<file path="src/rtl/fts_pkg.sv">
// Shared types, codes and helpers for the fan tachometer speed scanner.
// No dependencies; used by every module in rtl/.
`default_nettype none

package fts_pkg;

    // Fan set scanned in round-robin order
    localparam int FAN_COUNT = 2;
    localparam int FAN_W     = (FAN_COUNT > 1) ? $clog2(FAN_COUNT) : 1;

    // Register reset values
    localparam logic [15:0] CPO_RESET  = 16'd10000;
    localparam logic [31:0] NUM_RESET  = 32'd100000;
    localparam logic [3:0]  MAXP_RESET = 4'd10;
    localparam logic [3:0]  MAXW_RESET = 4'd10;

    // Divider geometry: the divisor never exceeds 65535 + 65536 * 15
    localparam int DIVIDEND_W = 32;
    localparam int DIVISOR_W  = 20;
    localparam int SPEED_W    = 16;

    // Command codes carried in s_tuser
    localparam logic [1:0] CMD_POLL = 2'd0;
    localparam logic [1:0] CMD_TICK = 2'd1;
    localparam logic [1:0] CMD_EDGE = 2'd2;

    // Configuration register indexes
    localparam logic [1:0] REG_CPO  = 2'd0;
    localparam logic [1:0] REG_NUM  = 2'd1;
    localparam logic [1:0] REG_MAXP = 2'd2;
    localparam logic [1:0] REG_MAXW = 2'd3;

    typedef enum logic [1:0] {
        DONE_NONE = 2'd0,
        DONE_MEAS = 2'd1,
        DONE_TMO  = 2'd2
    } done_t;

    // Requests from the sequencer to the capture logic
    typedef struct packed {
        logic poll;
        logic tick;
        logic edge_hit;
    } cap_ctrl_t;

    // Capture status seen by the sequencer
    typedef struct packed {
        logic        running;
        done_t       done;
        logic [15:0] captured;
        logic [3:0]  overflows;
    } cap_status_t;

    // A modulus of zero counts as 65536
    function automatic logic [16:0] modulus(input logic [15:0] cpo);
        logic [16:0] m;
        if (cpo == 16'd0)
            m = 17'h10000;
        else
            m = {1'b0, cpo};
        return m;
    endfunction

endpackage

`default_nettype wire

</file>
<file path="src/rtl/fts_capture.sv">
// Capture counter, overflow and timeout tracking for the current fan.
// Depends on fts_pkg.
`default_nettype none

module fts_capture (
    input  wire logic                clk,
    input  wire logic                rst_n,
    input  wire fts_pkg::cap_ctrl_t  ctrl,
    input  wire logic [15:0]         cpo,
    input  wire logic [3:0]          max_periods,
    input  wire logic [3:0]          max_waits,
    output fts_pkg::cap_status_t     status
);

    logic             running_reg, running_next;
    logic             seen_reg, seen_next;
    logic [3:0]       ovf_reg, ovf_next;
    logic [3:0]       wait_reg, wait_next;
    logic [15:0]      tick_reg, tick_next;
    logic [15:0]      cap_reg, cap_next;
    fts_pkg::done_t   done_reg, done_next;

    logic [16:0]      mod;
    logic [16:0]      tick_inc;
    logic [4:0]       wait_inc;

    assign mod      = fts_pkg::modulus(cpo);
    assign tick_inc = {1'b0, tick_reg} + 17'd1;
    assign wait_inc = {1'b0, wait_reg} + 5'd1;

    always_comb
    begin
        running_next = running_reg;
        seen_next    = seen_reg;
        ovf_next     = ovf_reg;
        wait_next    = wait_reg;
        tick_next    = tick_reg;
        cap_next     = cap_reg;
        done_next    = done_reg;

        if (ctrl.poll)
        begin
            done_next = fts_pkg::DONE_NONE;
            if (!running_reg)
            begin
                tick_next    = 16'd0;
                ovf_next     = 4'd0;
                wait_next    = 4'd0;
                seen_next    = 1'b0;
                running_next = 1'b1;
            end
        end
        else if (ctrl.tick && running_reg)
        begin
            if (tick_inc >= mod)
            begin
                tick_next = 16'd0;
                if (seen_reg)
                begin
                    if (ovf_reg == max_periods)
                    begin
                        running_next = 1'b0;
                        done_next    = fts_pkg::DONE_TMO;
                    end
                    else
                        ovf_next = ovf_reg + 4'd1;
                end
                else
                begin
                    if (wait_inc > {1'b0, max_waits})
                    begin
                        running_next = 1'b0;
                        done_next    = fts_pkg::DONE_TMO;
                    end
                    // hold at 15 rather than wrap
                    wait_next = wait_inc[4] ? 4'd15 : wait_inc[3:0];
                end
            end
            else
                tick_next = tick_inc[15:0];
        end
        else if (ctrl.edge_hit && running_reg)
        begin
            if (!seen_reg)
            begin
                tick_next = 16'd0;
                seen_next = 1'b1;
            end
            else
            begin
                cap_next     = tick_reg;
                running_next = 1'b0;
                done_next    = fts_pkg::DONE_MEAS;
            end
        end
    end

    always_ff @(posedge clk or negedge rst_n)
    begin
        if (!rst_n)
        begin
            running_reg <= 1'b0;
            seen_reg    <= 1'b0;
            ovf_reg     <= 4'd0;
            wait_reg    <= 4'd0;
            tick_reg    <= 16'd0;
            cap_reg     <= 16'd0;
            done_reg    <= fts_pkg::DONE_NONE;
        end
        else
        begin
            running_reg <= running_next;
            seen_reg    <= seen_next;
            ovf_reg     <= ovf_next;
            wait_reg    <= wait_next;
            tick_reg    <= tick_next;
            cap_reg     <= cap_next;
            done_reg    <= done_next;
        end
    end

    assign status.running   = running_reg;
    assign status.done      = done_reg;
    assign status.captured  = cap_reg;
    assign status.overflows = ovf_reg;

`ifndef SYNTHESIS
    // A finished measurement always leaves the counter stopped
    assert property (@(posedge clk) disable iff (!rst_n)
        (done_reg != fts_pkg::DONE_NONE) |-> !running_reg)
        else $error("capture running with a finished measurement");
`endif

endmodule

`default_nettype wire

</file>
<file path="src/rtl/fts_divider.sv">
// Restoring divider, one quotient bit per cycle.
// Depends on fts_pkg for operand widths.
`default_nettype none

module fts_divider (
    input  wire logic                              clk,
    input  wire logic                              rst_n,
    input  wire logic                              start,
    input  wire logic [fts_pkg::DIVIDEND_W-1:0]    dividend,
    input  wire logic [fts_pkg::DIVISOR_W-1:0]     divisor,
    output logic                                   busy,
    output logic                                   done,
    output logic [fts_pkg::DIVIDEND_W-1:0]         quotient
);

    localparam int DW = fts_pkg::DIVIDEND_W;
    localparam int VW = fts_pkg::DIVISOR_W;
    localparam int CW = $clog2(DW);

    logic          busy_reg;
    logic          done_reg;
    logic [CW-1:0] cnt_reg;
    logic [VW-1:0] div_reg;
    logic [VW-1:0] rem_reg;
    logic [DW-1:0] quo_reg;

    logic [VW:0]   shifted;
    logic [VW:0]   diff;
    logic          ge;

    // quo_reg shifts the dividend out at the top and the quotient in at the bottom
    assign shifted = {rem_reg, quo_reg[DW-1]};
    assign ge      = shifted >= {1'b0, div_reg};
    assign diff    = shifted - {1'b0, div_reg};

    always_ff @(posedge clk or negedge rst_n)
    begin
        if (!rst_n)
        begin
            busy_reg <= 1'b0;
            done_reg <= 1'b0;
            cnt_reg  <= '0;
        end
        else
        begin
            done_reg <= 1'b0;
            if (start && !busy_reg)
            begin
                busy_reg <= 1'b1;
                cnt_reg  <= CW'(DW - 1);
            end
            else if (busy_reg)
            begin
                cnt_reg <= cnt_reg - 1'b1;
                if (cnt_reg == '0)
                begin
                    busy_reg <= 1'b0;
                    done_reg <= 1'b1;
                end
            end
        end
    end

    always_ff @(posedge clk)
    begin
        if (start && !busy_reg)
        begin
            div_reg <= divisor;
            rem_reg <= '0;
            quo_reg <= dividend;
        end
        else if (busy_reg)
        begin
            rem_reg <= ge ? diff[VW-1:0] : shifted[VW-1:0];
            quo_reg <= {quo_reg[DW-2:0], ge};
        end
    end

    assign busy     = busy_reg;
    assign done     = done_reg;
    assign quotient = quo_reg;

`ifndef SYNTHESIS
    // Completion follows the last step of a running division
    assert property (@(posedge clk) disable iff (!rst_n)
        done_reg |-> ($past(busy_reg) && !busy_reg))
        else $error("divider done without a running division");
`endif

endmodule

`default_nettype wire

</file>
<file path="src/rtl/fan_tach_speed_scanner_top.sv">
// Fan tachometer speed scanner: stream ports, configuration registers and sequencer.
// Depends on fts_pkg, fts_capture and fts_divider.
`default_nettype none

// Measures tach periods one fan at a time in round-robin order. Timer ticks and tach
// edges produce no result. A poll that finds a finished measurement emits the fan
// index and speed = numerator / (count + modulus * overflows), then moves to the next
// fan and restarts capture; a timed-out measurement reports speed 0, a zero divisor
// or a quotient above 65535 reports 65535 with the saturated flag. A measured poll
// runs the shared restoring divider, one quotient bit per cycle, and holds the input
// off through ST_DIV and ST_OUT, including any wait for the result register to drain;
// timed-out and zero-divisor polls hold it off through ST_OUT only. Ticks and edges
// are accepted while a result waits in the result register.

module fan_tach_speed_scanner_top (
    input  wire logic        clk,
    input  wire logic        rst_n,
    // input stream
    input  wire logic        s_tvalid,
    output logic             s_tready,
    input  wire logic [7:0]  s_tdata,   // [0] edge_fan, [7:1] zero
    input  wire logic [1:0]  s_tuser,   // [1:0] cmd
    // result stream
    output logic             m_tvalid,
    input  wire logic        m_tready,
    output logic [23:0]      m_tdata,   // [0] fan_index, [16:1] speed, [23:17] zero
    output logic [1:0]       m_tuser,   // [0] timed_out, [1] saturated
    // configuration
    input  wire logic        cfg_we,
    input  wire logic [1:0]  cfg_index,
    input  wire logic [31:0] cfg_wdata
);

    localparam int FW = fts_pkg::FAN_W;
    localparam int SW = fts_pkg::SPEED_W;
    localparam int DW = fts_pkg::DIVIDEND_W;
    localparam int VW = fts_pkg::DIVISOR_W;

    typedef enum logic [1:0] {
        ST_IDLE,
        ST_DIV,
        ST_OUT
    } state_t;

    state_t  state_reg;

    logic [15:0] cpo_reg;
    logic [31:0] num_reg;
    logic [3:0]  maxp_reg;
    logic [3:0]  maxw_reg;

    logic [FW-1:0] fan_reg;
    logic [FW-1:0] res_fan_reg;
    logic [SW-1:0] res_speed_reg;
    logic          res_tmo_reg;
    logic          res_sat_reg;

    logic          m_tvalid_reg;
    logic [23:0]   m_tdata_reg;
    logic [1:0]    m_tuser_reg;

    fts_pkg::cap_ctrl_t   ctrl;
    fts_pkg::cap_status_t status;

    logic          accept;
    logic          poll_done;
    logic [20:0]   prod;
    logic [20:0]   div_sum;
    logic          div_zero;
    logic          div_start;
    logic          div_busy;
    logic          div_done;
    logic [DW-1:0] quotient;
    logic          q_over;
    logic          out_free;

    // ---------------- configuration ----------------
    always_ff @(posedge clk or negedge rst_n)
    begin
        if (!rst_n)
        begin
            cpo_reg  <= fts_pkg::CPO_RESET;
            num_reg  <= fts_pkg::NUM_RESET;
            maxp_reg <= fts_pkg::MAXP_RESET;
            maxw_reg <= fts_pkg::MAXW_RESET;
        end
        else if (cfg_we)
        begin
            case (cfg_index)
                fts_pkg::REG_CPO:  cpo_reg  <= cfg_wdata[15:0];
                fts_pkg::REG_NUM:  num_reg  <= cfg_wdata;
                fts_pkg::REG_MAXP: maxp_reg <= cfg_wdata[3:0];
                fts_pkg::REG_MAXW: maxw_reg <= cfg_wdata[3:0];
                default: ;
            endcase
        end
    end

    // ---------------- request decode ----------------
    assign s_tready = (state_reg == ST_IDLE);
    assign accept   = s_tvalid && s_tready;

    assign ctrl.poll     = accept && (s_tuser == fts_pkg::CMD_POLL);
    assign ctrl.tick     = accept && (s_tuser == fts_pkg::CMD_TICK);
    assign ctrl.edge_hit = accept && (s_tuser == fts_pkg::CMD_EDGE)
                           && (FW'(s_tdata[0]) == fan_reg);

    assign poll_done = ctrl.poll && (status.done != fts_pkg::DONE_NONE);

    // Divisor from the finished measurement, before the poll restarts capture
    assign prod      = 21'(fts_pkg::modulus(cpo_reg)) * 21'(status.overflows);
    assign div_sum   = prod + {5'd0, status.captured};
    assign div_zero  = (status.captured == 16'd0) && (status.overflows == 4'd0);
    assign div_start = poll_done && (status.done == fts_pkg::DONE_MEAS) && !div_zero;

    fts_capture u_capture (
        .clk         (clk),
        .rst_n       (rst_n),
        .ctrl        (ctrl),
        .cpo         (cpo_reg),
        .max_periods (maxp_reg),
        .max_waits   (maxw_reg),
        .status      (status)
    );

    fts_divider u_divider (
        .clk      (clk),
        .rst_n    (rst_n),
        .start    (div_start),
        .dividend (num_reg),
        .divisor  (div_sum[VW-1:0]),
        .busy     (div_busy),
        .done     (div_done),
        .quotient (quotient)
    );

    assign q_over   = (quotient[DW-1:SW] != '0);
    assign out_free = !m_tvalid_reg || m_tready;

    // ---------------- sequencer and result register ----------------
    always_ff @(posedge clk or negedge rst_n)
    begin
        if (!rst_n)
        begin
            state_reg     <= ST_IDLE;
            fan_reg       <= '0;
            res_fan_reg   <= '0;
            res_speed_reg <= '0;
            res_tmo_reg   <= 1'b0;
            res_sat_reg   <= 1'b0;
            m_tvalid_reg  <= 1'b0;
            m_tdata_reg   <= '0;
            m_tuser_reg   <= '0;
        end
        else
        begin
            // ST_OUT reloads the result register itself
            if (m_tvalid_reg && m_tready && (state_reg != ST_OUT))
                m_tvalid_reg <= 1'b0;

            case (state_reg)
                ST_IDLE:
                begin
                    if (poll_done)
                    begin
                        res_fan_reg <= fan_reg;
                        if (fan_reg == FW'(fts_pkg::FAN_COUNT - 1))
                            fan_reg <= '0;
                        else
                            fan_reg <= fan_reg + 1'b1;

                        if (status.done == fts_pkg::DONE_TMO)
                        begin
                            res_speed_reg <= '0;
                            res_tmo_reg   <= 1'b1;
                            res_sat_reg   <= 1'b0;
                            state_reg     <= ST_OUT;
                        end
                        else if (div_zero)
                        begin
                            res_speed_reg <= '1;
                            res_tmo_reg   <= 1'b0;
                            res_sat_reg   <= 1'b1;
                            state_reg     <= ST_OUT;
                        end
                        else
                        begin
                            res_tmo_reg <= 1'b0;
                            state_reg   <= ST_DIV;
                        end
                    end
                end

                ST_DIV:
                begin
                    if (div_done)
                    begin
                        res_speed_reg <= q_over ? '1 : quotient[SW-1:0];
                        res_sat_reg   <= q_over;
                        state_reg     <= ST_OUT;
                    end
                end

                ST_OUT:
                begin
                    // hold until the result register is free
                    if (out_free)
                    begin
                        m_tvalid_reg <= 1'b1;
                        m_tdata_reg  <= {7'd0, res_speed_reg, res_fan_reg[0]};
                        m_tuser_reg  <= {res_sat_reg, res_tmo_reg};
                        state_reg    <= ST_IDLE;
                    end
                end

                default:
                    state_reg <= ST_IDLE;
            endcase
        end
    end

    assign m_tvalid = m_tvalid_reg;
    assign m_tdata  = m_tdata_reg;
    assign m_tuser  = m_tuser_reg;

`ifndef SYNTHESIS
    // A division is only launched while the divider is free
    assert property (@(posedge clk) disable iff (!rst_n)
        div_start |-> !div_busy)
        else $error("divider started while busy");

    // A saturated result always carries full-scale speed
    assert property (@(posedge clk) disable iff (!rst_n)
        (m_tvalid && m_tuser[1]) |-> (m_tdata[16:1] == 16'hFFFF))
        else $error("saturated result without full-scale speed");

    // A timed-out result carries zero speed and no saturation
    assert property (@(posedge clk) disable iff (!rst_n)
        (m_tvalid && m_tuser[0]) |-> ((m_tdata[16:1] == 16'd0) && !m_tuser[1]))
        else $error("timed-out result with speed or saturation");

    // The divider only runs while the sequencer waits for it
    assert property (@(posedge clk) disable iff (!rst_n)
        div_busy |-> (state_reg == ST_DIV))
        else $error("divider busy outside the divide state");
`endif

endmodule

`default_nettype wire
</file>
<file path="config.mk">
export PLATFORM = sky130hd
export DESIGN_NAME = fan_tach_speed_scanner_top
export DESIGN_NICKNAME = d
export VERILOG_FILES = /design/src/rtl/fts_pkg.sv /design/src/rtl/fts_capture.sv /design/src/rtl/fts_divider.sv /design/src/rtl/fan_tach_speed_scanner_top.sv
export SDC_FILE = /design/constraint.sdc
export NUM_CORES = 1
export LEC_CHECK = 0
export BUFFER_PORTS_ARGS = -buffer_cell sky130_fd_sc_hd__buf_2
export CORE_AREA = 2 2 154 156
export DETAILED_ROUTE_END_ITERATION = 16
export DIE_AREA = 0 0 156 158
export PLACE_DENSITY = 0.86
export SYNTH_ARGS = -nofsm -noshare
export SYNTH_HDL_FRONTEND = slang
export SYNTH_SLANG_ARGS = --single-unit
</file>
<file path="constraint.sdc">
create_clock -name clk -period 11.8 [get_ports clk]
set_clock_uncertainty 0.15 [all_clocks]
set_input_delay 2.36 -clock clk [delete_from_list [all_inputs] [get_ports clk]]
set_output_delay 2.36 -clock clk [all_outputs]
set_load 0.05 [all_outputs]
</file>
==> summary.txt <==
Power and ir drop
  • Register share of total power: roughly 41%
  • Switching part of the total: around 37%
  • LEAKAGE: 0.006731 uW
  • Pwr dens: ~190 nW/um^2
  • Clock Power Share: 24.7%
  • Comb pwr share: approximately 34%
  • Cell Int Power: 1777 uW
  • Switching power: between 1000 and 1500 uW
  • VDD IR-drop max: 0.1771 mV

Global route
  • Largest net degree at the start of global routing: 93
  • GR Util All Layers: between 20% and 30%
  • Total grt overflow: 0
  • Initial antenna violation count: 0
  • First-pass GRT wire length: 46,460 um
  • Vias in the first global route: roughly 9,500

Detailed routing
  • Final antenna-violating net count: 0
  • Wire per inst: between 15 and 20 um
  • Vias per Instance: a little under 6
  • DR top layer: met4
  • Wl on met1: 11,940 um
  • Drt drc: 0
  • Met3 Wirelength: about 1400 um
  • Final WL: around 28,000 um
  • Met2 routed WL: 13,790 um
  • Vias: approximately 9,400
  • Drt initial violations: roughly 710
  • 1st-pass router iterations: 5

Synth
  • Post-synthesis mux area share: approximately 9.9%
  • Yosys warning count: 0
  • Top area cells in the synthesized netlist: dfrtp_1 25%, edfxtp_1 12%, mux2_2 9.0%
  • Yosys cell types: 69
  • Post-Synth XOR/XNOR Area: 4.245%
  • Post-synth EDFFs: 52
  • Synth Area per Inst: approximately 10 sq um
  • Syn Std Cell Area: approximately 13,000 sq um
  • Ys flop type: dfrtp_1
  • Area share of and/or/nand/nor cells after synthesis: approximately an eighth
  • Post-synth ARST share: approximately 67%
  • Main combinational cell family by area after synthesis: adder cells
  • Register area share after synthesis: between 40 and 50%
  • Post-Synthesis Cells: 1,265
  • Cell with the most instances after synthesis: inv_1
  • Synth area leader: dfrtp_1
  • Adder-Cell Fraction of Synth Area: between 10% and 20%
  • Yosys top cell area share: between 20 and 30%
  • Post-synth top cells: 138 x inv_1, 134 x dfrtp_1, 118 x nand2_1, 105 x mux2_2, 76 x ha_1
  • Synth Area in Compound Gates: between 10% and 20%
  • Seq cells post-synth: 221

Critical path
  • Cells on worst reg2reg path: 16
  • Worst Setup Start Kind: flip-flop
  • Internal reg-to-reg setup slack: 6.64 ns
  • Critical Setup Path Class: reg -> reg
  • Critical path buffers and inverters: 3
  • CP endpoint kind: flip-flop
  • Slowest-stage cell, CP: dfrtp_1
  • RR Startpoint: u_capture.ovf_reg[1]$_DFFE_PN0P_
  • Slowest stage delay, CP: ~0.7 ns
  • Worst reg2reg path endpoint: u_divider.div_reg[19]$_DFFE_PP_
  • Crit path required time: ~12 ns
  • Top delay family on crit path: adder cells
  • CP cell instances: inv_1, nor2_1, fa_1, fa_1, inv_1, fa_1, inv_1, ha_1, a21o_1, a21o_1, a41oi_1, o21bai_1, nand4_1, nand3_1, o41a_1, xnor2_1
  • Critical Path AT: 5.25 ns
  • Crit path max fanout: 13

Die
  • Core region area: roughly 23,000 sq um
  • Die W: 156 um
  • Die Ht: 158 um
  • Initial Util: between 50% and 60%
  • Ports: 77
  • Placement row count: 56
  • Die ar.: 24,650 sq um

Finish
  • ANT cells: 0
  • Layout Utilization: about 63%
  • Register area: approximately 5700 sq um
  • Synth-to-layout area growth: 9.608%
  • Multi-input gate area: a little under 7000 sq um
  • Share of cells above drive strength 1: 17.59%
  • FILL cells: around 1,700
  • NumNets Final: between 1,000 and 1,500

STA
  • Final Cycle Share: between 40% and 50%
  • Post-layout min period: 5.160 ns
  • Worst Max-Slew Pin Slew: 1.204 ns
  • Hold Fails Final Rpt: 0
  • Fin. max-slew vios: 0
  • Final setup viols: 0
  • Max-slew headroom: 19.18%
  • Setup TNS: 0 ns
  • Unrepaired setup endpoints after global routing: false
  • Max Fclk: between 150 and 200 MHz

CTS
  • Htree depth: 1
  • Clk sinks: approximately 220
  • Buffer depth of the longest clock path: 3
  • Hold_buf cts: 0
  • Clock transition at path regs: ~0.060 ns
  • CTS tree: done
  • Post-CTS sizing: 0
  • Post-CTS setup buffers: 0
  • Clk_lat worst skew: ~0.50 ns
  • CTS buffer count: 23
  • Clk root buf: clkbuf_16

Placement
  • GPL Wtd Cong: a little over 0.9
  • Port bufs: 62
  • Post-DP HPWL: 20,350 um

Min path
  • Worst Hold Path EP: u_divider.rem_reg[4]$_SDFFE_PP0P_
  • HP Class: reg -> reg
  • Hold depth: 2
  • Hold Startpoint: u_divider.rem_reg[4]$_SDFFE_PP0P_

Run status
  • Status: finished, final reports clean

Job
  • Max-cap viol count: 0
per-stage QoR:
stage | std cells | cell area, sq um | hold slack [ns] | worst slack, ns | power, uW
finish | 1620 | 14470 | 0.3330 | 6.640 | 2817
detailed placement | 1579 | 13760 | 0.3255 | 6.391 | 2115
global route | 1620 | 14470 | 0.3472 | 6.492 | 2978
floorplan | 1271 | 13230 | 0.2914 | 7.051 | 1857
global placement | 1579 | 13760 | 0.3114 | 6.451 | 2062
CTS | 1620 | 14470 | 0.3353 | 6.704 | 2821
metal layers:
| metal | GRT usage [%] | up-vias |
|---|---|---|
| met5 | 0 | - |
| met3 | 2.929 | 74 |
| met4 | 9.131 | 0 |
| met1 | 30.56 | 4618 |
| li1 | - | 4460 |
| met2 | 39.46 | 294 |
power by group through the flow:
stage,logic [uW],registers (uW),clock network (uW)
after floorplan,641,1220,0
after CTS,971,1150,703
after detailed placement,957,1160,0
after global routing,1070,1170,733
final,969,1150,696
after global placement,913,1150,0
worst max-delay path by stage:
stage                                        to                             start  slack, ns  cells after the start
2_1_floorplan  u_divider.quotient[23]$_DFFE_PP_                        s_tuser[0]       7.05                      7
3_3_place_gp   u_divider.quotient[16]$_DFFE_PP_                        s_tuser[0]       6.45                      7
3_5_place_dp   u_divider.quotient[11]$_DFFE_PP_                        s_tuser[0]       6.39                      7
4_1_cts         u_divider.div_reg[19]$_DFFE_PP_  u_capture.ovf_reg[1]$_DFFE_PN0P_       6.70                     16
5_1_grt         u_divider.div_reg[19]$_DFFE_PP_  u_capture.ovf_reg[1]$_DFFE_PN0P_       6.49                     16
6_report        u_divider.div_reg[19]$_DFFE_PP_  u_capture.ovf_reg[1]$_DFFE_PN0P_       6.64                     16
tightest hold or removal path, cell delays in order (launching register included):
cell	delay (ns)
dfxtp_1	0.32
nand2_1	0.05
o21ai_0	0.06
cell type report:
class                           instances  share of cell area, %
Clock buffer                           32                  4.279
Clock inverter                          9                 0.6656
Inverter                              138                  3.579
Multi-Input combinational cell        858                  46.82
Sequential cell                       221                  39.45
Tap cell                              290                  2.507
Timing Repair Buffer                   72                  2.706
kinds of logic (layout without fill, tap and decap cells):
family	after synthesis	count (layout)
DFF	221	221
and+or+nand+nor	328	328
adders and majority gates	121	121
AOI/OAI and AO/OA	221	221
xor gates and xnor gates	64	64
buffers and inverters	192	251
other	1	7
muxes	117	117
placed cells by master, fill, tap and decap left out, types with 9 or more instances in the layout:
cell type | Yosys | layout
a21o_1 | 19 | 19
a21oi_1 | 47 | 47
a22o_1 | 9 | 9
a31oi_1 | 9 | 9
and2_1 | 31 | 31
buf_2 | 5 | 61
buf_4 | 8 | 10
clkbuf_16 | 0 | 23
dfrtp_1 | 134 | 134
dfstp_2 | 15 | 15
dfxtp_1 | 20 | 20
edfxtp_1 | 52 | 52
fa_1 | 45 | 45
ha_1 | 76 | 76
inv_1 | 138 | 138
mux2_2 | 105 | 105
mux2i_1 | 12 | 12
nand2_1 | 118 | 118
nand3_1 | 24 | 24
nand4_1 | 12 | 12
nor2_1 | 68 | 68
nor2b_1 | 9 | 9
nor3_1 | 11 | 10
nor4_1 | 14 | 14
o211ai_1 | 19 | 19
o21ai_0 | 64 | 64
xnor2_1 | 42 | 42
xor2_1 | 22 | 22
Note: power is estimated with default switching activity, not from simulation.
